<file path="src/rtl/core/iojoin_pkg.sv">
package iojoin_pkg;

    localparam int EXON_DEPTH  = 64;
    localparam int CHROM_COUNT = 24;
    localparam int IDX_W       = (EXON_DEPTH > 1) ? $clog2(EXON_DEPTH) : 1;
    localparam int CNT_W       = $clog2(EXON_DEPTH + 1);
    localparam int CHR_W       = 5;
    localparam int POS_W       = 31;
    localparam int VAL_W       = 16;
    localparam int FRAC_W      = 17;
    localparam int XIDX_W      = 6;
    localparam int CASE_W      = 2;
    localparam int OP_W        = 2;
    localparam int QDEPTH      = 4;
    localparam int QPTR_W      = 2;
    localparam int QCNT_W      = 3;
    localparam int DIV_STEPS   = 17;
    localparam int STEP_W      = 5;
    localparam int IN_DATA_W   = 120;
    localparam int OUT_DATA_W  = 40;

    localparam logic [FRAC_W-1:0] FRAC_ONE = 17'h10000;

    localparam logic [OP_W-1:0] OP_LOAD  = 2'd0;
    localparam logic [OP_W-1:0] OP_QUERY = 2'd1;
    localparam logic [OP_W-1:0] OP_CLEAR = 2'd2;

    localparam logic [CASE_W-1:0] CASE_COVERED = 2'd0;
    localparam logic [CASE_W-1:0] CASE_ENDS_IN = 2'd1;
    localparam logic [CASE_W-1:0] CASE_INSIDE  = 2'd2;
    localparam logic [CASE_W-1:0] CASE_STARTS  = 2'd3;

    // One match found by the scan, waiting for its fraction.
    typedef struct packed {
        logic              matched;
        logic [XIDX_W-1:0] exon_index;
        logic [CASE_W-1:0] overlap_case;
        logic [POS_W-1:0]  num;
        logic [POS_W-1:0]  den;
        logic [VAL_W-1:0]  value;
        logic              last;
    } match_rec_t;

endpackage

</file>
<file path="src/rtl/core/iojoin_back.sv">
module iojoin_back (
    input  logic                         clk,
    input  logic                         rst_n,
    input  iojoin_pkg::match_rec_t       head_rec,
    input  logic                         q_empty,
    output logic                         q_pop,
    output logic                         out_valid,
    input  logic                         out_ready,
    output logic                         out_matched,
    output logic [iojoin_pkg::XIDX_W-1:0] out_index,
    output logic [iojoin_pkg::CASE_W-1:0] out_case,
    output logic [iojoin_pkg::FRAC_W-1:0] out_frac,
    output logic [iojoin_pkg::VAL_W-1:0]  out_value,
    output logic                         out_last
);
    import iojoin_pkg::*;

    typedef enum logic [2:0] {
        BK_IDLE = 3'b001,
        BK_DIV  = 3'b010,
        BK_DONE = 3'b100
    } back_state_t;

    back_state_t        state_reg, state_next;
    logic [STEP_W-1:0]  step_reg;
    logic [POS_W:0]     rem_reg;
    logic [POS_W-1:0]   den_reg;
    logic [FRAC_W-1:0]  quo_reg;
    match_rec_t         rec_reg;

    logic               out_v_reg;
    logic               out_free;
    logic               needs_div;
    logic               load_direct;
    logic               load_div;
    logic [POS_W:0]     trial;
    logic               qbit;
    logic [FRAC_W-1:0]  direct_frac;

    assign out_free    = !out_v_reg || out_ready;
    assign needs_div   = head_rec.matched && (head_rec.overlap_case != CASE_COVERED)
                         && (head_rec.num != '0);
    assign direct_frac = (head_rec.matched && (head_rec.overlap_case == CASE_COVERED))
                         ? FRAC_ONE : '0;
    assign load_direct = (state_reg == BK_IDLE) && !q_empty && !needs_div && out_free;
    assign load_div    = (state_reg == BK_IDLE) && !q_empty && needs_div;
    assign q_pop       = load_direct || load_div;
    assign out_valid   = out_v_reg;

    // Restoring division, one quotient bit per cycle; the first step is unshifted.
    assign trial = (step_reg == '0) ? rem_reg : {rem_reg[POS_W-1:0], 1'b0};
    assign qbit  = (trial >= {1'b0, den_reg});

    always_comb
    begin
        state_next = state_reg;
        case (state_reg)
            BK_IDLE:
            begin
                if (load_div)
                begin
                    state_next = BK_DIV;
                end
            end
            BK_DIV:
            begin
                if (step_reg == STEP_W'(DIV_STEPS - 1))
                begin
                    state_next = BK_DONE;
                end
            end
            BK_DONE:
            begin
                if (out_free)
                begin
                    state_next = BK_IDLE;
                end
            end
            default:
            begin
                state_next = BK_IDLE;
            end
        endcase
    end

    always_ff @(posedge clk or negedge rst_n)
    begin
        if (!rst_n)
        begin
            state_reg <= BK_IDLE;
            out_v_reg <= 1'b0;
            step_reg  <= '0;
        end
        else
        begin
            state_reg <= state_next;
            if (load_direct || ((state_reg == BK_DONE) && out_free))
            begin
                out_v_reg <= 1'b1;
            end
            else if (out_ready)
            begin
                out_v_reg <= 1'b0;
            end
            if (load_div)
            begin
                step_reg <= '0;
            end
            else if (state_reg == BK_DIV)
            begin
                step_reg <= step_reg + 1'b1;
            end
        end
    end

    always_ff @(posedge clk)
    begin
        if (load_div)
        begin
            rec_reg <= head_rec;
            rem_reg <= {1'b0, head_rec.num};
            den_reg <= head_rec.den;
            quo_reg <= '0;
        end
        else if (state_reg == BK_DIV)
        begin
            rem_reg <= qbit ? (trial - {1'b0, den_reg}) : trial;
            quo_reg <= {quo_reg[FRAC_W-2:0], qbit};
        end
        if (load_direct)
        begin
            out_matched <= head_rec.matched;
            out_index   <= head_rec.exon_index;
            out_case    <= head_rec.overlap_case;
            out_frac    <= direct_frac;
            out_value   <= head_rec.value;
            out_last    <= head_rec.last;
        end
        else if ((state_reg == BK_DONE) && out_free)
        begin
            out_matched <= rec_reg.matched;
            out_index   <= rec_reg.exon_index;
            out_case    <= rec_reg.overlap_case;
            out_frac    <= quo_reg;
            out_value   <= rec_reg.value;
            out_last    <= rec_reg.last;
        end
    end

    a_stall_holds: assert property (@(posedge clk) disable iff (!rst_n)
        (out_v_reg && !out_ready) |=> (out_v_reg && $stable(out_frac) && $stable(out_last)))
        else $error("result changed while stalled");

    a_frac_bound: assert property (@(posedge clk) disable iff (!rst_n)
        out_v_reg |-> (out_frac <= FRAC_ONE))
        else $error("fraction above one");

    a_pop_only_idle: assert property (@(posedge clk) disable iff (!rst_n)
        q_pop |-> (state_reg == BK_IDLE))
        else $error("queue popped while dividing");

endmodule

</file>
<file path="config.mk">
export PLATFORM = sky130hd
export DESIGN_NAME = iojoin_back
export DESIGN_NICKNAME = d
export VERILOG_FILES = /design/src/rtl/core/iojoin_pkg.sv /design/src/rtl/core/iojoin_back.sv
export SDC_FILE = /design/constraint.sdc
export NUM_CORES = 1
export LEC_CHECK = 0
export ABC_CLOCK_PERIOD_IN_PS = 4100
export BUFFER_PORTS_ARGS = -buffer_cell sky130_fd_sc_hd__buf_2
export CELL_PAD_IN_SITES_DETAIL_PLACEMENT = 1
export CELL_PAD_IN_SITES_GLOBAL_PLACEMENT = 1
export CORE_ASPECT_RATIO = 1.2
export CORE_MARGIN = 2
export CORE_UTILIZATION = 41
export CTS_CLUSTER_DIAMETER = 100
export DETAILED_ROUTE_END_ITERATION = 6
export GPL_ROUTABILITY_DRIVEN = 0
export PLACE_DENSITY_LB_ADDON = 0.05
export SLEW_MARGIN = 0
export SYNTH_ARGS = -nofsm -noshare
export SYNTH_HDL_FRONTEND = slang
export SYNTH_SLANG_ARGS = --single-unit
</file>
<file path="constraint.sdc">
create_clock -name clk -period 4.1 [get_ports clk]
set_clock_uncertainty 0.05 [all_clocks]
set_input_delay 0.41 -clock clk [delete_from_list [all_inputs] [get_ports clk]]
set_output_delay 0.41 -clock clk [all_outputs]
set_load 0.005 [all_outputs]
</file>
---- After elaboration in Yosys (flattened, before gate mapping) ----
Cells that the tools add are included.
W data, S select, Z words.
word-level totals
  input port bits ......................... 92
  flip-flop bits (word level) ............. 158
  output and inout port bits .............. 45
operators by class
  order comparisons ....................... 1
  multiplexer cells ....................... 25
  $add $sub $neg .......................... 2
  eq/ne operators ......................... 7
  reduce and logical (&&, ||, !) cells .... 22
operators with widths
  kind                   count
  $mux W32               2
  $mux W31               2
  $mux W17               3
  $ge A32 B31 Y1         1
  $mux W16               2
  $sub A32 B31 Y32       1
  $reduce_bool A31 Y1    1
  $mux W6                2
  $mux W5                2
  $mux W3                3
  $pmux W3 S3            1
  $logic_and A1 B1 Y1    8
  $reduce_bool A2 Y1     4
  $mux W1                6
  $ne A2 B2 Y1 const B   3
  $add A5 B1 Y5 const B  1
  $eq A5 B5 Y1 const B   1
  $logic_not A5 Y1       1
  $mux W2                2
  $eq A3 B1 Y1 const B   1
  $eq A3 B2 Y1 const B   1
  $eq A3 B3 Y1 const B   1
  $logic_not A1 Y1       3
  $logic_or A1 B1 Y1     3
  other kinds (2)        2

---- Logic depth before layout (Yosys ltp) ----
  depth after elaboration ................. 8
  mapped depth ............................ 17

---- Worst setup path before layout ----
Ideal clock, no wire load.
  path type ............................... flip-flop to flip-flop
  from .................................... register step_reg[0]
  to ...................................... register rem_reg[29], data pin
  stages on the path, launching flop included .. 15
  path buffers ............................ 2
  required time ........................... 3787 ps
  setup time .............................. 263 ps
  data arrival time ....................... 3674 ps
  setup slack ............................. 113 ps
  clock period less this slack ............ 3987 ps
  path through ............................ dfrtp_1 -> inv_1 -> ha_1 -> nor4b_4 -> clkbuf_1 -> mux2_2 -> ha_1 -> buf_6 -> and3_4 -> a311o_1 -> nor4_4 -> nor2_2 -> a2111oi_2 -> o21a_1 -> nor3_2
on the way
  word-level cells in the longest chain between the ends .. 6
  elaborated cells between the ends (all ways) .. 7
RTL lines
  item                                                line                                   text
  start: declaration                                  iojoin_back.sv:25                      logic [STEP_W-1:0] step_reg;
  start signal: assignment                            iojoin_back.sv:111                     step_reg <= step_reg + 1'b1;
  $logic_not A5 Y1 (*)                                iojoin_back.sv:51                      assign trial = (step_reg == '0) ? rem_reg : {rem_reg[POS_W-1:0], 1'b0};
  $mux W32 (*)                                        iojoin_back.sv:51
  $sub A32 B31 Y32 or $ge A32 B31 Y1 (tied branches)  iojoin_back.sv:127, iojoin_back.sv:52
  $mux W32 (*)                                        iojoin_back.sv:127                     rem_reg <= qbit ? (trial - {1'b0, den_reg}) : trial;
  $mux W31 (*)                                        iojoin_back.sv:125                     else if (state_reg == BK_DIV)
  $mux W31 (*)                                        iojoin_back.sv:118                     if (load_div)
  end signal: assignment                              iojoin_back.sv:121                     rem_reg <= {1'b0, head_rec.num};
  end signal: assignment                              iojoin_back.sv:127
  end: declaration                                    iojoin_back.sv:26                      logic [POS_W:0] rem_reg;
Mark *: on every way between the ends. The rest lies on a longest branch, timed or not. The select of a mux whose other input is x is not followed.
A chain may end at the register's enable or synchronous reset.

---- Worst setup path in the final report ----
  from .................................... register step_reg[1]
  to ...................................... register rem_reg[31]
on the way
  word-level cells in the longest chain between the ends .. 4
  elaborated cells between the ends (all ways) .. 5
RTL lines
  item                                                line
  $logic_not A5 Y1 (*)                                iojoin_back.sv:51
  $mux W32 (*)                                        iojoin_back.sv:51
  $sub A32 B31 Y32 or $ge A32 B31 Y1 (tied branches)  iojoin_back.sv:127, iojoin_back.sv:52
  $mux W32 (*)                                        iojoin_back.sv:127
Mark *: on every way between the ends. The rest lies on a longest branch, timed or not.

==> metrics.md <==
| Metric | Value |
|---|---|
| Share of the synthesized area in the top cell type | 0.461 |
| Yosys warnings | 0 |
| Clk Latency, worst-skew pair | between 0.4 and 0.5 ns |
| Initial antenna violation count | 1 |
| First-pass GRT wire length | 34.2 mm |
| Highest metal used | met5 |
| Placed Instances | 1144 |
| Core area | 0.0203 mm² |
| CP required | 4.39 ns |
| WS Path Type | reg2reg |
| Die Footprint | 0.0220 mm² |
| Fin crit share | 0.989 |
| Slew HR | 0.407 |
| Setup TNS | 0 ns |
| #FFs+latches synth | 158 |
| VDD IR max | a little over 0.0003 V |
| Final WS setup | 0.0468 ns |
| Hold WS | 0.0936 ns |
| Number of H-tree levels | 4 |
| ANT cells | 0 |
| Wire length on met2 | 11.7 mm |
| Initial DRC count | 219 |
| Vias in the first global route | 6854 |
| Max-cap violations | 0 |
| # port buffers | 136 |
| Fill cells | 2238 |
| Most common cell after layout, fill and taps aside | buf_2 |
| DRT Pass-1 Iters | 6 |
| Commonest cells after routing, fill and taps aside | 136 x buf_2, 131 x edfxtp_1, 79 x nand2_1 |
| Post-synthesis sequential area ratio | 0.529 |
| Final instance area | between 0.01 and 0.015 mm² |
| Finished Core Util | 0.522 |
| Worst-Margin Slew | 0.887 ns |
| Num rows | between 50 and 60 |
| Cell taking the most area after synthesis | edfxtp_1 |
| Placed Area | 0.00959 mm² |
| Final Max Tran Viols | 0 |
| Starting Density | 0.420 |
| CTS buffer count | 17 |
| Cell area after synthesis | 0.00854 mm² |
| Syn_nets | approximately 880 |
| Critical Path Sink Type | register |
| Syn avg cell area | 11.3 µm² |
| Post-DP HPWL | 15.2 mm |
| Post-synth ARST share | 0.0570 |
| Power Density | 658 mW/mm² |
| Clock buffer depth | 2 |
| Outcome | finished clean |
| Dpl ws | approximately 0.012 ns |
| CTS tree | yes |
| CP Data Arrival Time | about 4.4 ns |
| Yosys cell types | 76 |
| Crit path time final | just over 4 ns |
| Fin cells | 1194 |
| Via-per-instance ratio | 5.34 |
| Total power | between 6 and 7 mW |
| Clk slew on worst S/H paths | 0.07 ns |
| Top post-synthesis cells by area | edfxtp_1 46%, mux2_2 7.3%, ha_1 4.8% |
| Synth Instances | 756 |
| Setup crit start kind | register |
| Sink Count | ~160 |
| Io pins | 137 |
| Worst-path fanout max | 22 |
| Residual DRC | 0 |
| GRT Util Overall | 0.197 |
| GRT Residual Overflow | 0 |
| DRT met1 WL | between 8 and 9 mm |
| Final setup fails | 0 |
| Drt wl/cell | 18.3 µm |
| Largest net degree at the start of global routing | 54 |
| Area Growth Syn to Fin | 24.2% |
| Leak | 4.13 nW |
| Achievable Freq | roughly 250 MHz |
| Root Buffer Master | clkbuf_16 |
| Final Hold Viols | 0 |
| Min-Delay Path Class | in2reg |
| Die Y | roughly 160 µm |
| Number of synthesized flops with an enable pin | approximately 130 |
| Post-route ant nets | 0 |
| Main synth FF type | edfxtp_1 |
| Final net count | 1042 |
| Die width | 136 µm |
| Met3 WL | 815 µm |
| Routed WL | 21.8 mm |
| Max FFs per register | 32 |
| Share of layout cells above drive strength 1 | 0.348 |
| Vias post-DR | about 6400 |
[power by group]
group | switching [mW] | internal, mW | leakage, nW
registers | 0.0653 | 2.00 | 1.48
clock network | 0.714 | 0.872 | 0.286
logic | 1.76 | 1.56 | 2.37
[worst max-delay path: stages, from the launching register on]
cell and delay [ns]:
dfrtp_1 0.41, inv_1 0.10, ha_1 0.17, nor4b_4 0.22, buf_4 0.17, buf_12 0.15, mux2_2 0.36, ha_1 0.39
nand3_1 0.15, or4_1 0.48, o2111a_1 0.16, o311ai_2 0.10, a21boi_4 0.15, buf_12 0.19, a211oi_1 0.37, a21oi_1 0.14
a31oi_1 0.18
[kinds of logic after synthesis]
family                   Yosys count  share of synthesized area
AO/OA/AOI/OAI                    182                      0.145
XOR/XNOR                          26                     0.0267
adder cells (fa/ha/maj)           34                     0.0507
buffers and inverters             72                     0.0356
flip-flops                       158                      0.529
multiplexers                      68                     0.0878
AND/OR/NAND/NOR                  216                      0.125
[final cells by class]
type / instances / area, µm² / share of cell area
sequential: 158 / 4520 / 0.426
clock inverter: 12 / 113 / 0.0106
tap: 265 / 332 / 0.0313
timing repair buffer: 170 / 1040 / 0.0981
inverter: 43 / 163 / 0.0153
multi-input combinational: 526 / 3960 / 0.373
clock buffer: 20 / 479 / 0.0452
[worst paths after layout]
kind	slack (ns)	to	from	depth (start not counted)
min	0.09	den_reg[17]	head_rec[34]	1
max in group asynchronous	3.41	state_reg[0]	rst_n	2
min reg2reg	0.42	quo_reg[16]	quo_reg[16]	2
max reg2reg	0.05	rem_reg[31]	step_reg[1]	16
max	0.05	rem_reg[31]	step_reg[1]	16
min in group asynchronous	0.34	step_reg[3]	rst_n	2
[synthesized netlist by cell type (all sizes together) (16+ instances only)]
master and instances:
inv 42, a21oi 65, nand3 17, and2 16, ha 33, nand2 80, o21ai 46, o21a 17
clkbuf 20, dfxtp 18, edfxtp 131, mux2 55, nor2 53
[metal layers]
metal / global-route usage / up-vias
met4: 0.0729 / 2
met2: 0.364 / 131
met5: 0 / -
li1: - / 3103
met1: 0.226 / 3110
met3: 0.0340 / 34
[repair_timing]
item	CTS	global route
gates resized for setup	0	51
endpoints found under the setup margin	0	31
hold endpoints to repair	8	0
setup buffers	0	15
hold buffers	1	0
Note: power is estimated with default switching activity, not from simulation.
