**src/rtl/core/iojoin_pkg.sv**
```systemverilog
package iojoin_pkg;

    localparam int EXON_DEPTH  = 64;
    localparam int CHROM_COUNT = 24;
    localparam int IDX_W       = (EXON_DEPTH > 1) ? $clog2(EXON_DEPTH) : 1;
    localparam int CNT_W       = $clog2(EXON_DEPTH + 1);
    localparam int CHR_W       = 5;
    localparam int POS_W       = 31;
    localparam int VAL_W       = 16;
    localparam int FRAC_W      = 17;
    localparam int XIDX_W      = 6;
    localparam int CASE_W      = 2;
    localparam int OP_W        = 2;
    localparam int QDEPTH      = 4;
    localparam int QPTR_W      = 2;
    localparam int QCNT_W      = 3;
    localparam int DIV_STEPS   = 17;
    localparam int STEP_W      = 5;
    localparam int IN_DATA_W   = 120;
    localparam int OUT_DATA_W  = 40;

    localparam logic [FRAC_W-1:0] FRAC_ONE = 17'h10000;

    localparam logic [OP_W-1:0] OP_LOAD  = 2'd0;
    localparam logic [OP_W-1:0] OP_QUERY = 2'd1;
    localparam logic [OP_W-1:0] OP_CLEAR = 2'd2;

    localparam logic [CASE_W-1:0] CASE_COVERED = 2'd0;
    localparam logic [CASE_W-1:0] CASE_ENDS_IN = 2'd1;
    localparam logic [CASE_W-1:0] CASE_INSIDE  = 2'd2;
    localparam logic [CASE_W-1:0] CASE_STARTS  = 2'd3;

    // One match found by the scan, waiting for its fraction.
    typedef struct packed {
        logic              matched;
        logic [XIDX_W-1:0] exon_index;
        logic [CASE_W-1:0] overlap_case;
        logic [POS_W-1:0]  num;
        logic [POS_W-1:0]  den;
        logic [VAL_W-1:0]  value;
        logic              last;
    } match_rec_t;

endpackage

```
**src/rtl/core/iojoin_queue.sv**
```systemverilog
module iojoin_queue (
    input  logic                   clk,
    input  logic                   rst_n,
    input  logic                   push,
    input  iojoin_pkg::match_rec_t push_rec,
    input  logic                   pop,
    output iojoin_pkg::match_rec_t head_rec,
    output logic                   full,
    output logic                   almost_full,
    output logic                   empty
);
    import iojoin_pkg::*;

    match_rec_t         slot_reg [QDEPTH];
    logic [QPTR_W-1:0]  wr_ptr_reg;
    logic [QPTR_W-1:0]  rd_ptr_reg;
    logic [QCNT_W-1:0]  count_reg;
    logic [QCNT_W-1:0]  count_next;

    assign full        = (count_reg == QCNT_W'(QDEPTH));
    assign almost_full = (count_reg >= QCNT_W'(QDEPTH - 1));
    assign empty       = (count_reg == '0);
    assign head_rec    = slot_reg[rd_ptr_reg];

    always_comb
    begin
        count_next = count_reg;
        if (push && !pop)
        begin
            count_next = count_reg + 1'b1;
        end
        else if (pop && !push)
        begin
            count_next = count_reg - 1'b1;
        end
    end

    always_ff @(posedge clk or negedge rst_n)
    begin
        if (!rst_n)
        begin
            wr_ptr_reg <= '0;
            rd_ptr_reg <= '0;
            count_reg  <= '0;
        end
        else
        begin
            if (push)
            begin
                wr_ptr_reg <= wr_ptr_reg + 1'b1;
            end
            if (pop)
            begin
                rd_ptr_reg <= rd_ptr_reg + 1'b1;
            end
            count_reg <= count_next;
        end
    end

    always_ff @(posedge clk)
    begin
        if (push)
        begin
            slot_reg[wr_ptr_reg] <= push_rec;
        end
    end

    // A push into a full queue would overwrite a match not yet handled.
    a_no_overflow: assert property (@(posedge clk) disable iff (!rst_n)
        full |-> !push || pop)
        else $error("queue push while full");

    a_no_underflow: assert property (@(posedge clk) disable iff (!rst_n)
        empty |-> !pop)
        else $error("queue pop while empty");

    a_count_tracks: assert property (@(posedge clk) disable iff (!rst_n)
        (push && !pop) |=> (count_reg == $past(count_reg) + 1'b1))
        else $error("queue count did not advance on push");

endmodule

```
**config.mk**
```make
export PLATFORM = sky130hd
export DESIGN_NAME = iojoin_queue
export DESIGN_NICKNAME = d
export VERILOG_FILES = /design/src/rtl/core/iojoin_pkg.sv /design/src/rtl/core/iojoin_queue.sv
export SDC_FILE = /design/constraint.sdc
export NUM_CORES = 1
export LEC_CHECK = 0
export BUFFER_PORTS_ARGS = -buffer_cell sky130_fd_sc_hd__buf_4
export CORE_MARGIN = 5
export CORE_UTILIZATION = 51
export CTS_BUF_LIST = sky130_fd_sc_hd__clkbuf_16
export CTS_CLUSTER_SIZE = 28
export DETAILED_ROUTE_END_ITERATION = 6
export PLACE_DENSITY = 0.75
export SLEW_MARGIN = 20
export SYNTH_ARGS = -nofsm -noshare
export SYNTH_HDL_FRONTEND = slang
export SYNTH_SLANG_ARGS = --single-unit
export TNS_END_PERCENT = 30
```
**constraint.sdc**
```tcl
create_clock -name clk -period 2.8 [get_ports clk]
set_input_delay 0.56 -clock clk [delete_from_list [all_inputs] [get_ports clk]]
set_output_delay 0.56 -clock clk [all_outputs]
set_load 0.01 [all_outputs]
```
Word level (Yosys, flattened, before mapping)
Memories as Yosys holds them, arrays and structs flattened.
Cells that the tools add are included.
{"block": "word_totals", "mem_bits_rw": 352, "inputBits": 92, "mem_bits_ro": 0, "n_memories": 1, "output_inout_bits": 91, "word_cells": 20, "ff_bits": 7, "latchBits": 0}
{"memory": "slot_reg", "depth": 4, "width": 88, "read_ports": 1, "rd_clocked_by_memory_dff": 0, "wr": 1, "line": "iojoin_queue.sv:14", "source": "match_rec_t slot_reg [QDEPTH];"}
{"block": "classes", "n_div": 0, "n_reduce_logical": 6, "shift": 0, "eq_ne": 1, "addsub": 4, "muxes": 4, "multipliers": 0, "order_cmp": 1, "n_bitwise": 0}
{"operator": "$mux 3", "n": 2}
{"operator": "$add 2x1->2 const B", "n": 2}
{"operator": "$add 3x1->3 const B", "n": 1}
{"operator": "$eq 3x3->1 const B", "n": 1}
{"operator": "$ge 3x2->1 const B", "n": 1}
{"operator": "$logic_not 3->1", "n": 1}
{"operator": "$sub 3x1->3 const B", "n": 1}
{"operator": "$logic_and 1x1->1", "n": 2}
{"operator": "$logic_not 1->1", "n": 2}
{"operator": "$mux 1", "n": 2}
{"operator": "$reduce_bool 2->1", "n": 1}

Logic depth before layout (Yosys ltp)
Gate-level depths: netlist of the first run.
{"block": "logic_depth", "ltp_word": 4, "mapped_depth": 7}

Least setup slack after synthesis of the first run
Ideal clock, no wire load.
{"block": "synth_timing", "path_kind": "register -> register", "from": "reg wr_ptr_reg[0]", "to": "mem slot_reg[2][0] (netlist bit) (enable)", "path_slack_ns": -0.319, "t_arrival_ns": 2.663, "setup_time_ns": 0.456, "path_buffers": 0, "stages_incl_launch_ff": 4, "synth_period_minus_slack_ns": 3.119, "path_cell_list": "dfrtp_1 inv_1 ha_1 and2_1"}
{"element": "start: declaration", "line": "iojoin_queue.sv:15", "source": "logic [QPTR_W-1:0] wr_ptr_reg;"}
{"element": "start signal: assignment", "line": "iojoin_queue.sv:50", "source": "wr_ptr_reg <= wr_ptr_reg + 1'b1;"}
{"element": "end: declaration", "line": "iojoin_queue.sv:14"}
No word-level cell before the write port.

==> results of run 1 <==
==> area by class of cell <==
type | count | area (µm²)
clock buffers | 37 | 926
clock inverters | 23 | 115
fillers | 1644 | 9250
repair buffers | 202 | 1660
well taps | 330 | 413
inverters | 4 | 15.0
flip-flops and latches | 359 | 10800
multi-input cells | 112 | 2200
==> cell families (layout without fill, tap and decap cells) <==
kind of cell               Yosys count  after routing  share of synthesized area, %
and+or+nand+nor                      9              9                         0.370
xor gates and xnor gates             6              6                         0.398
DFF                                359            359                          81.4
adders and majority gates            6              6                         0.626
buffers and inverters               24            266                          1.96
AOI/OAI and AO/OA                    2              2                        0.0948
muxes                               89             89                          15.1
==> through the flow <==
stage | TNS (ns) | hold slack, ns
floorplan | -48.87 | 0.264
global placement | 0 | 0.378
detailed placement | 0 | 0.386
CTS | 0 | 0.232
global route | 0 | 0.237
finish | 0 | 0.257
==> cell usage after synthesis <==
master	instances	share of area, %
a21o_1	1	0.057
and2_1	4	0.19
buf_12	9	1.4
buf_2	9	0.34
buf_4	1	0.057
buf_6	1	0.085
dfrtp_1	7	1.3
edfxtp_1	352	80
fa_1	1	0.15
ha_1	5	0.47
inv_1	4	0.11
mux2_2	1	0.085
mux4_2	88	15
nand2_1	2	0.057
nor2_1	1	0.028
nor3_1	1	0.038
nor3b_1	1	0.057
o21ai_0	1	0.038
xnor2_1	2	0.13
xor2_1	4	0.27
==> metal layers <==
metal	part of all wire [%]	track usage (%)	vias up
li1	-	-	2568
met1	39	22.7	3125
met2	53	30.1	218
met3	7.0	4.02	32
met4	1.6	4.10	0
met5	0	0	-
==> path summary, 6_finish.rpt <==
kind                                             endpoint                 startpoint  slack, ns  depth (start not counted)
worst max-delay path                         head_rec[22]  rd_ptr_reg[1]$_DFFE_PN0P_       0.17                          3
worst min-delay path            slot_reg[0][71]$_DFFE_PP_               push_rec[71]       0.26                          1
worst max register to register  slot_reg[0][29]$_DFFE_PP_  wr_ptr_reg[0]$_DFFE_PN0P_       1.00                          4
worst min register to register   count_reg[2]$_DFFE_PN0P_   count_reg[2]$_DFFE_PN0P_       0.53                          1
max in group asynchronous       rd_ptr_reg[0]$_DFFE_PN0P_                      rst_n       2.24                          2
min in group asynchronous        count_reg[2]$_DFFE_PN0P_                      rst_n       0.41                          2
==> power by group <==
part           switching (mW)  leakage, nW  total (mW)  internal [mW]
clock                    1.79        0.554        4.25           2.46
sequential              0.388         3.31        7.42           7.03
combinational            2.53         1.70        5.32           2.79
==> repair_timing <==
action / 4_1_cts / 5_1_grt
setup buffers: 2 / 0
hold endpoints to repair: 7 / 0
endpoints found under the setup margin: 13 / 0
hold buffers: 1 / 0
==> impl_metrics.tcl, run 1 <==
set metrics [dict create \
    ir_drop_v 0.000658 \
    hpwl_um 15600 \
    overflow 0 \
    grt_usage_pct 17.4 \
    synth_fp_nets 593 \
    clock_path_buffers 3 \
    die_y_um 171 \
    root_buffer "clkbuf_16" \
    worstPathCellList "buf_12 -> mux4_2 -> buf_4" \
    layout_setup_ws_ns 0.171 \
    hold_viol 0 \
    cts_tree "built" \
    slew_violations 0 \
    worstPathArrival_ns 2.07 \
    cp_slowest_cell "dfrtp_4" \
    vias 5943 \
    ys_ff_latch 359 \
    fin_util_pct 63.5 \
    io-pin-count 183 \
    largest_reg_flops 352 \
    final_cell_area_um2 16100 \
    period_share_pct 93.9 \
    core_um2 25300 \
    power.total_mw 17.0 \
    finalCriticalPeriod_ns 2.63 \
    status "finished, final reports clean" \
    cts_max_level 2 \
    pre_cts_slack_ns 0.514 \
    layoutNonFillerInstCount 1067 \
    fmax_ghz 0.380 \
    ys_warn_count 0 \
    grt_setup_unrepaired "false" \
    antenna_found_initial 0 \
    drc 0 \
    grt_pass1_vias 6584 \
    drt-initial-drc-count 429 \
    drive_gt1_share_pct 45.6 \
    yosysUniqueCellTypes 20 \
    grt_max_degree 52 \
    cts-buffers-inserted 36 \
    clkTransAtPathRegs_ns 0.06 \
    wl_per_cell_um 23.7 \
    grt_first_pass_wirelength_um 38400 \
    dieWidth_um 171 \
    path_delay_family "flip-flops" \
    layout_common_cells "edfxtp_1, buf_4, mux4_2" \
    cp_num_buf_inv 2 \
    p_per_area_nw_per_um2 1060 \
    nets 813 \
    cap_violations 0 \
    crit_type "reg2out" \
    cp-start-kind "register" \
    p_leak_nw 5.57 \
    initial_core_util_pct 52.1 \
    diodes 0 \
    placed_area_um2 15000 \
    syn_area_um2 13200 \
    insertion_delay_ns 0.50 \
    gp_congestion 0.726 \
    ant_nets 0 \
    die-area_um2 29200 \
    numClockSinks 359 \
    cts_resized 0 \
    tightestPinTransition_ns 0.473 \
    place.port_buffers 182 \
    area_growth_pct 21.9 \
    hp-class "in2reg" \
    required_ns 2.24 \
    syn-instance-count 495 \
    routed_wl_um 25300 \
    ys_seq_area_share_pct 81.4 \
    crit_path_max_incr_delay_ns 0.72 \
    drt-pass1-iter-count 4 \
    layout_commonest_cell "edfxtp_1" \
    cp-end-kind "output port" \
    rows 58 \
    path_max_fanout 29 \
    relSlewSlack_pct 68.5 \
    syn_area_per_cell_um2 26.7 \
    fin_worst_skew_ns 0.0130 \
    viasPerCell 5.57 \
    setup_viol 0 \
    dpl.cell_count 1004 \
]
Note: power is estimated with default switching activity, not from simulation.
==> inputs of run 2 (changes only) <==
--- a/config.mk
+++ b/config.mk
@@ -5,12 +5,12 @@
 export SDC_FILE = /design/constraint.sdc
 export NUM_CORES = 1
 export LEC_CHECK = 0
-export BUFFER_PORTS_ARGS = -buffer_cell sky130_fd_sc_hd__buf_4
 export CORE_MARGIN = 5
-export CORE_UTILIZATION = 51
+export CORE_UTILIZATION = 57
 export CTS_BUF_LIST = sky130_fd_sc_hd__clkbuf_16
 export CTS_CLUSTER_SIZE = 28
 export DETAILED_ROUTE_END_ITERATION = 6
+export DONT_BUFFER_PORTS = 1
 export PLACE_DENSITY = 0.75
 export SLEW_MARGIN = 20
 export SYNTH_ARGS = -nofsm -noshare
==> impl_metrics.tcl, run 2 (synthesized netlist as in run 1, its figures left out) <==
set metrics [dict create \
    relSlewSlack_pct 54.8 \
    cap_violations 0 \
    layout_commonest_cell "edfxtp_1" \
    min_from "pop" \
    path_max_fanout 19 \
    power_frac_seq_pct 47.1 \
    cp_common_cell "buf_12" \
    required_ns 2.24 \
    nets 638 \
    routed_wl_um 22800 \
    core_um2 22700 \
    r2r_start "wr_ptr_reg[0]$_DFFE_PN0P_" \
    gp_congestion 0.840 \
    status "finished, final reports clean" \
    grt_max_degree 48 \
    netSwitchingFraction_pct 27.9 \
    path_delay_family "multiplexers" \
    cp-end-kind "output port" \
    cts-buffers-inserted 36 \
    place.port_buffers 0 \
    cp_slowest_cell "mux4_2" \
    worstPathCellList "buf_12 -> buf_12 -> mux4_2" \
    clock_path_buffers 3 \
    fin_util_pct 64.9 \
    drt-pass1-iter-count 4 \
    holdWs_ns 0.155 \
    grt_usage_pct 17.4 \
    fin_worst_skew_ns 0.00965 \
    drc 0 \
    ir_drop_v 0.000749 \
    p_per_area_nw_per_um2 1070 \
    dpl.cell_count 775 \
    cts_tree "built" \
    layoutNonFillerInstCount 851 \
    hpwl_um 13900 \
    drive_gt1_share_pct 29.7 \
    setup_viol 0 \
    dieWidth_um 162 \
    setup_tns_ns 0 \
    crit_type "reg2out" \
    comb_power_share_pct 25.4 \
    p_int_mw 11.3 \
    cp-start-kind "register" \
    layout_common_cells "edfxtp_1, mux4_2, clkbuf_16" \
    hold_viol 0 \
    clkPwrFrac_pct 27.4 \
    area_growth_pct 11.6 \
    period_share_pct 89.1 \
    grt_pass1_vias 5613 \
    met1_usage_pct 23.1 \
    worstRegToRegCells 4 \
    r2r_slack_ns 0.90 \
    numClockSinks 359 \
    cts_resized 0 \
    nFillCells 1429 \
    root_buffer "clkbuf_16" \
    tightestPinTransition_ns 0.678 \
    overflow 0 \
    placed_area_um2 13500 \
    ant_nets 0 \
    regArea_um2 10800 \
    worstPathArrival_ns 1.93 \
    gr-usage-met3_pct 6.67 \
    io-pin-count 183 \
    grt_setup_unrepaired "false" \
    slew_violations 0 \
    p_switching_mw 4.38 \
    antenna_found_initial 0 \
    die-area_um2 26300 \
    rows 55 \
    die_y_um 162 \
    r2r_end "slot_reg[0][80]$_DFFE_PP_" \
    min_path_cells 1 \
    vias 5243 \
    grt.busiest_layer "met2" \
    clkTransAtPathRegs_ns 0.06 \
    hp-class "in2reg" \
    crit_path_max_incr_delay_ns 0.58 \
    wl_per_cell_um 26.8 \
    insertion_delay_ns 0.49 \
    final_cell_area_um2 14700 \
    fmax_ghz 0.401 \
    drt-initial-drc-count 563 \
    cts_max_level 2 \
    largest_reg_flops 352 \
    cp_num_buf_inv 2 \
    p_leak_nw 4.72 \
    grt_first_pass_wirelength_um 34800 \
    grt_use_met2_pct 27.6 \
    diodes 0 \
    initial_core_util_pct 58.1 \
    finalCriticalPeriod_ns 2.49 \
    hold_end "rd_ptr_reg[0]$_DFFE_PN0P_" \
    viasPerCell 6.16 \
    multi_input_area_um2 2200 \
]
run 2: changes by cell type in the layout (fill, tap and decap cells not counted), sizes merged:
cell	before	now
buf	201	26
clkinv	10	12
clkinvlp	0	4
inv	16	14
run 2: repair_timing:
item / CTS / global route
hold buffers: 1 / 0
endpoints found under the setup margin: 0 / 8
buffers inserted: 0 / 11
endpoints found under the hold margin: 7 / 0
run 2: how the worst max path moves through the flow:
stage,startpoint,to,slack (ns),cells after the start
after floorplan,wr_ptr_reg[1]$_DFFE_PN0P_,slot_reg[1][0]$_DFFE_PP_,-0.30,3
after global placement,rd_ptr_reg[0]$_DFFE_PN0P_,head_rec[29],0.64,2
after detailed placement,rd_ptr_reg[0]$_DFFE_PN0P_,head_rec[35],0.60,2
after CTS,rd_ptr_reg[0]$_DFFE_PN0P_,head_rec[53],0.03,2
after global routing,rd_ptr_reg[0]$_DFFE_PN0P_,head_rec[23],0.22,3
final,rd_ptr_reg[0]$_DFFE_PN0P_,head_rec[83],0.31,3
run 2: through the flow:
step           worst slack [ns]  total power [mW]
6_report                  0.306              15.7
3_5_place_dp              0.605              11.4
4_1_cts                  0.0288              15.8
5_1_grt                   0.219              16.4
2_1_floorplan            -0.298              10.6
3_3_place_gp              0.640              11.3
run 2: power by group through the flow:
stage	registers, mW	logic [mW]	clock network, mW
2_1_floorplan	7.34	3.31	0
3_3_place_gp	7.51	3.76	0
3_5_place_dp	7.56	3.86	0
4_1_cts	7.47	3.92	4.40
5_1_grt	7.47	4.30	4.64
6_report	7.39	3.99	4.31
run 2: layer usage:
layer	vias up	part of all wire, %
li1	2217	-
met1	2730	38
met3	42	11
met5	-	0
met4	0	2.0
met2	254	49
run 2: final cells by class:
| class | instances | area share (%) |
|---|---|---|
| clock inverters | 27 | 1.01 |
| multi-input cells | 112 | 14.9 |
| repair buffers | 27 | 2.24 |
| inverters | 4 | 0.102 |
| well taps | 285 | 2.42 |
| clock buffers | 37 | 6.29 |
| flip-flops and latches | 359 | 73.0 |
==> inputs of run 3 (changes only) <==
--- a/config.mk
+++ b/config.mk
@@ -5,6 +5,7 @@
 export SDC_FILE = /design/constraint.sdc
 export NUM_CORES = 1
 export LEC_CHECK = 0
+export CORE_ASPECT_RATIO = 1.75
 export CORE_MARGIN = 5
 export CORE_UTILIZATION = 57
 export CTS_BUF_LIST = sky130_fd_sc_hd__clkbuf_16
==> impl_metrics.tcl, run 3 (synthesized netlist as in run 1, its figures left out) <==
set metrics [dict create \
    pre_cts_slack_ns 0.732 \
    clock_path_buffers 3 \
    die-area_um2 26400 \
    power_frac_seq_pct 48.5 \
    place.port_buffers 0 \
    p_leak_nw 4.62 \
    post_cts_buffers 0 \
    drive_gt1_share_pct 27.8 \
    relSlewSlack_pct 61.5 \
    grt_first_pass_wirelength_um 35900 \
    r2r_slack_ns 0.84 \
    period_share_pct 93.0 \
    layout_common_cells "edfxtp_1, mux4_2, clkbuf_16" \
    crit_type "reg2out" \
    hpwl_um 15200 \
    layout_commonest_cell "edfxtp_1" \
    setup_viol 0 \
    gp_congestion 0.719 \
    cp-start-kind "register" \
    p_switching_mw 4.33 \
    largest_reg_flops 352 \
    layout_setup_ws_ns 0.197 \
    ir_drop_v 0.000620 \
    cts-buffers-inserted 30 \
    nFillCells 1416 \
    antenna_found_initial 0 \
    cts_tree "built" \
    placed_area_um2 13600 \
    vias 5159 \
    io-pin-count 183 \
    fin_worst_skew_ns 0.0181 \
    dieWidth_um 125 \
    drt-pass1-iter-count 4 \
    path_max_fanout 29 \
    cp-end-kind "output port" \
    insertion_delay_ns 0.56 \
    root_buffer "clkbuf_16" \
    grt_pass1_vias 5643 \
    diodes 0 \
    clkTransAtPathRegs_ns 0.07 \
    p_per_area_nw_per_um2 1050 \
    slew_violations 0 \
    nets 623 \
    p_int_mw 11.0 \
    cap_violations 0 \
    grt_setup_unrepaired "false" \
    status "finished, final reports clean" \
    tightestPinTransition_ns 0.578 \
    crit_path_max_incr_delay_ns 0.73 \
    overflow 0 \
    hold_viol 0 \
    hp-class "in2reg" \
    netSwitchingFraction_pct 28.3 \
    drc 0 \
    fmax_ghz 0.384 \
    grt_usage_pct 18.1 \
    core_um2 22700 \
    grt_max_degree 43 \
    finalCriticalPeriod_ns 2.60 \
    rows 73 \
    area_growth_pct 10.4 \
    layoutNonFillerInstCount 847 \
    cp_slowest_cell "dfrtp_4" \
    setup_tns_ns 0 \
    worstPathCellList "buf_4 -> mux4_2" \
    final_cell_area_um2 14600 \
    ant_nets 0 \
    die_y_um 211 \
    comb_power_share_pct 25.3 \
    worstPathArrival_ns 2.04 \
    numClockSinks 359 \
    routed_wl_um 23600 \
    cts_resized 0 \
    drt-initial-drc-count 510 \
    power.total_mw 15.3 \
    clkPwrFrac_pct 26.2 \
    viasPerCell 6.09 \
    required_ns 2.24 \
    wl_per_cell_um 27.9 \
    cts_max_level 1 \
    initial_core_util_pct 58.0 \
    dpl.cell_count 792 \
]
-- run 3: cell types whose count changed in the layout (fill, tap and decap cells not counted), moves of 2 or more --
cell	change
clkinv_2	-2
clkinvlp_4	-3
clkbuf_16	-6
bufinv_16	+2
buf_4	-9
inv_1	-3
-- run 3: cell type report --
type                       instances  area [µm²]  share of cell area (%)
clock buffer                      31         776                    5.33
clock inverter                    23         183                    1.25
tap                              300         375                    2.58
inverter                           4        15.0                   0.103
multi-input combinational        112        2200                    15.1
timing repair buffer              18         263                    1.80
sequential                       359       10800                    73.8
-- run 3: metrics by stage --
step	util, %	hold WS, ns
global route	64.0	0.0556
CTS	64.0	0.0519
finish	64.0	0.0859
detailed placement	59.8	0.265
global placement	59.8	0.265
floorplan	-	0.264
-- run 3: critical path: cells and delay by family (launching register included) --
| family | cells | cell delay, ns |
|---|---|---|
| mux | 1 | 0.42 |
| flops | 1 | 0.73 |
| buf+inv | 1 | 0.34 |
-- run 3: path summary, 6_finish.rpt --
path / end / from / cells past startpoint
worst min register to register: count_reg[2]$_DFFE_PN0P_ / count_reg[2]$_DFFE_PN0P_ / 1
max in group asynchronous: rd_ptr_reg[0]$_DFFE_PN0P_ / rst_n / 1
min in group asynchronous: count_reg[0]$_DFFE_PN0P_ / rst_n / 1
worst max register to register: slot_reg[0][10]$_DFFE_PP_ / wr_ptr_reg[0]$_DFFE_PN0P_ / 4
worst min-delay path: wr_ptr_reg[0]$_DFFE_PN0P_ / push / 1
worst max-delay path: head_rec[72] / rd_ptr_reg[1]$_DFFE_PN0P_ / 2
-- run 3: timing repair --
item	CTS	global route
endpoints found under the setup margin	0	0
hold buffers	1	0
hold endpoints to repair	7	0
-- run 3: power by group through the flow --
stage / registers, mW / logic, mW / clock network, mW
2_1_floorplan: 7.34 / 3.31 / 0
3_3_place_gp: 7.46 / 3.92 / 0
3_5_place_dp: 7.55 / 4.01 / 0
4_1_cts: 7.45 / 4.03 / 4.11
5_1_grt: 7.51 / 4.16 / 4.37
6_report: 7.43 / 3.88 / 4.01
-- run 3: layer usage --
layer	track usage [%]	part of all wire, %	vias up	wire length (µm)
met2	32.2	55	189	13000
met3	5.72	8.1	50	1920
met1	20.9	34	2743	7940
li1	-	-	2177	-
met5	0	0	-	0
met4	6.18	3.1	0	727
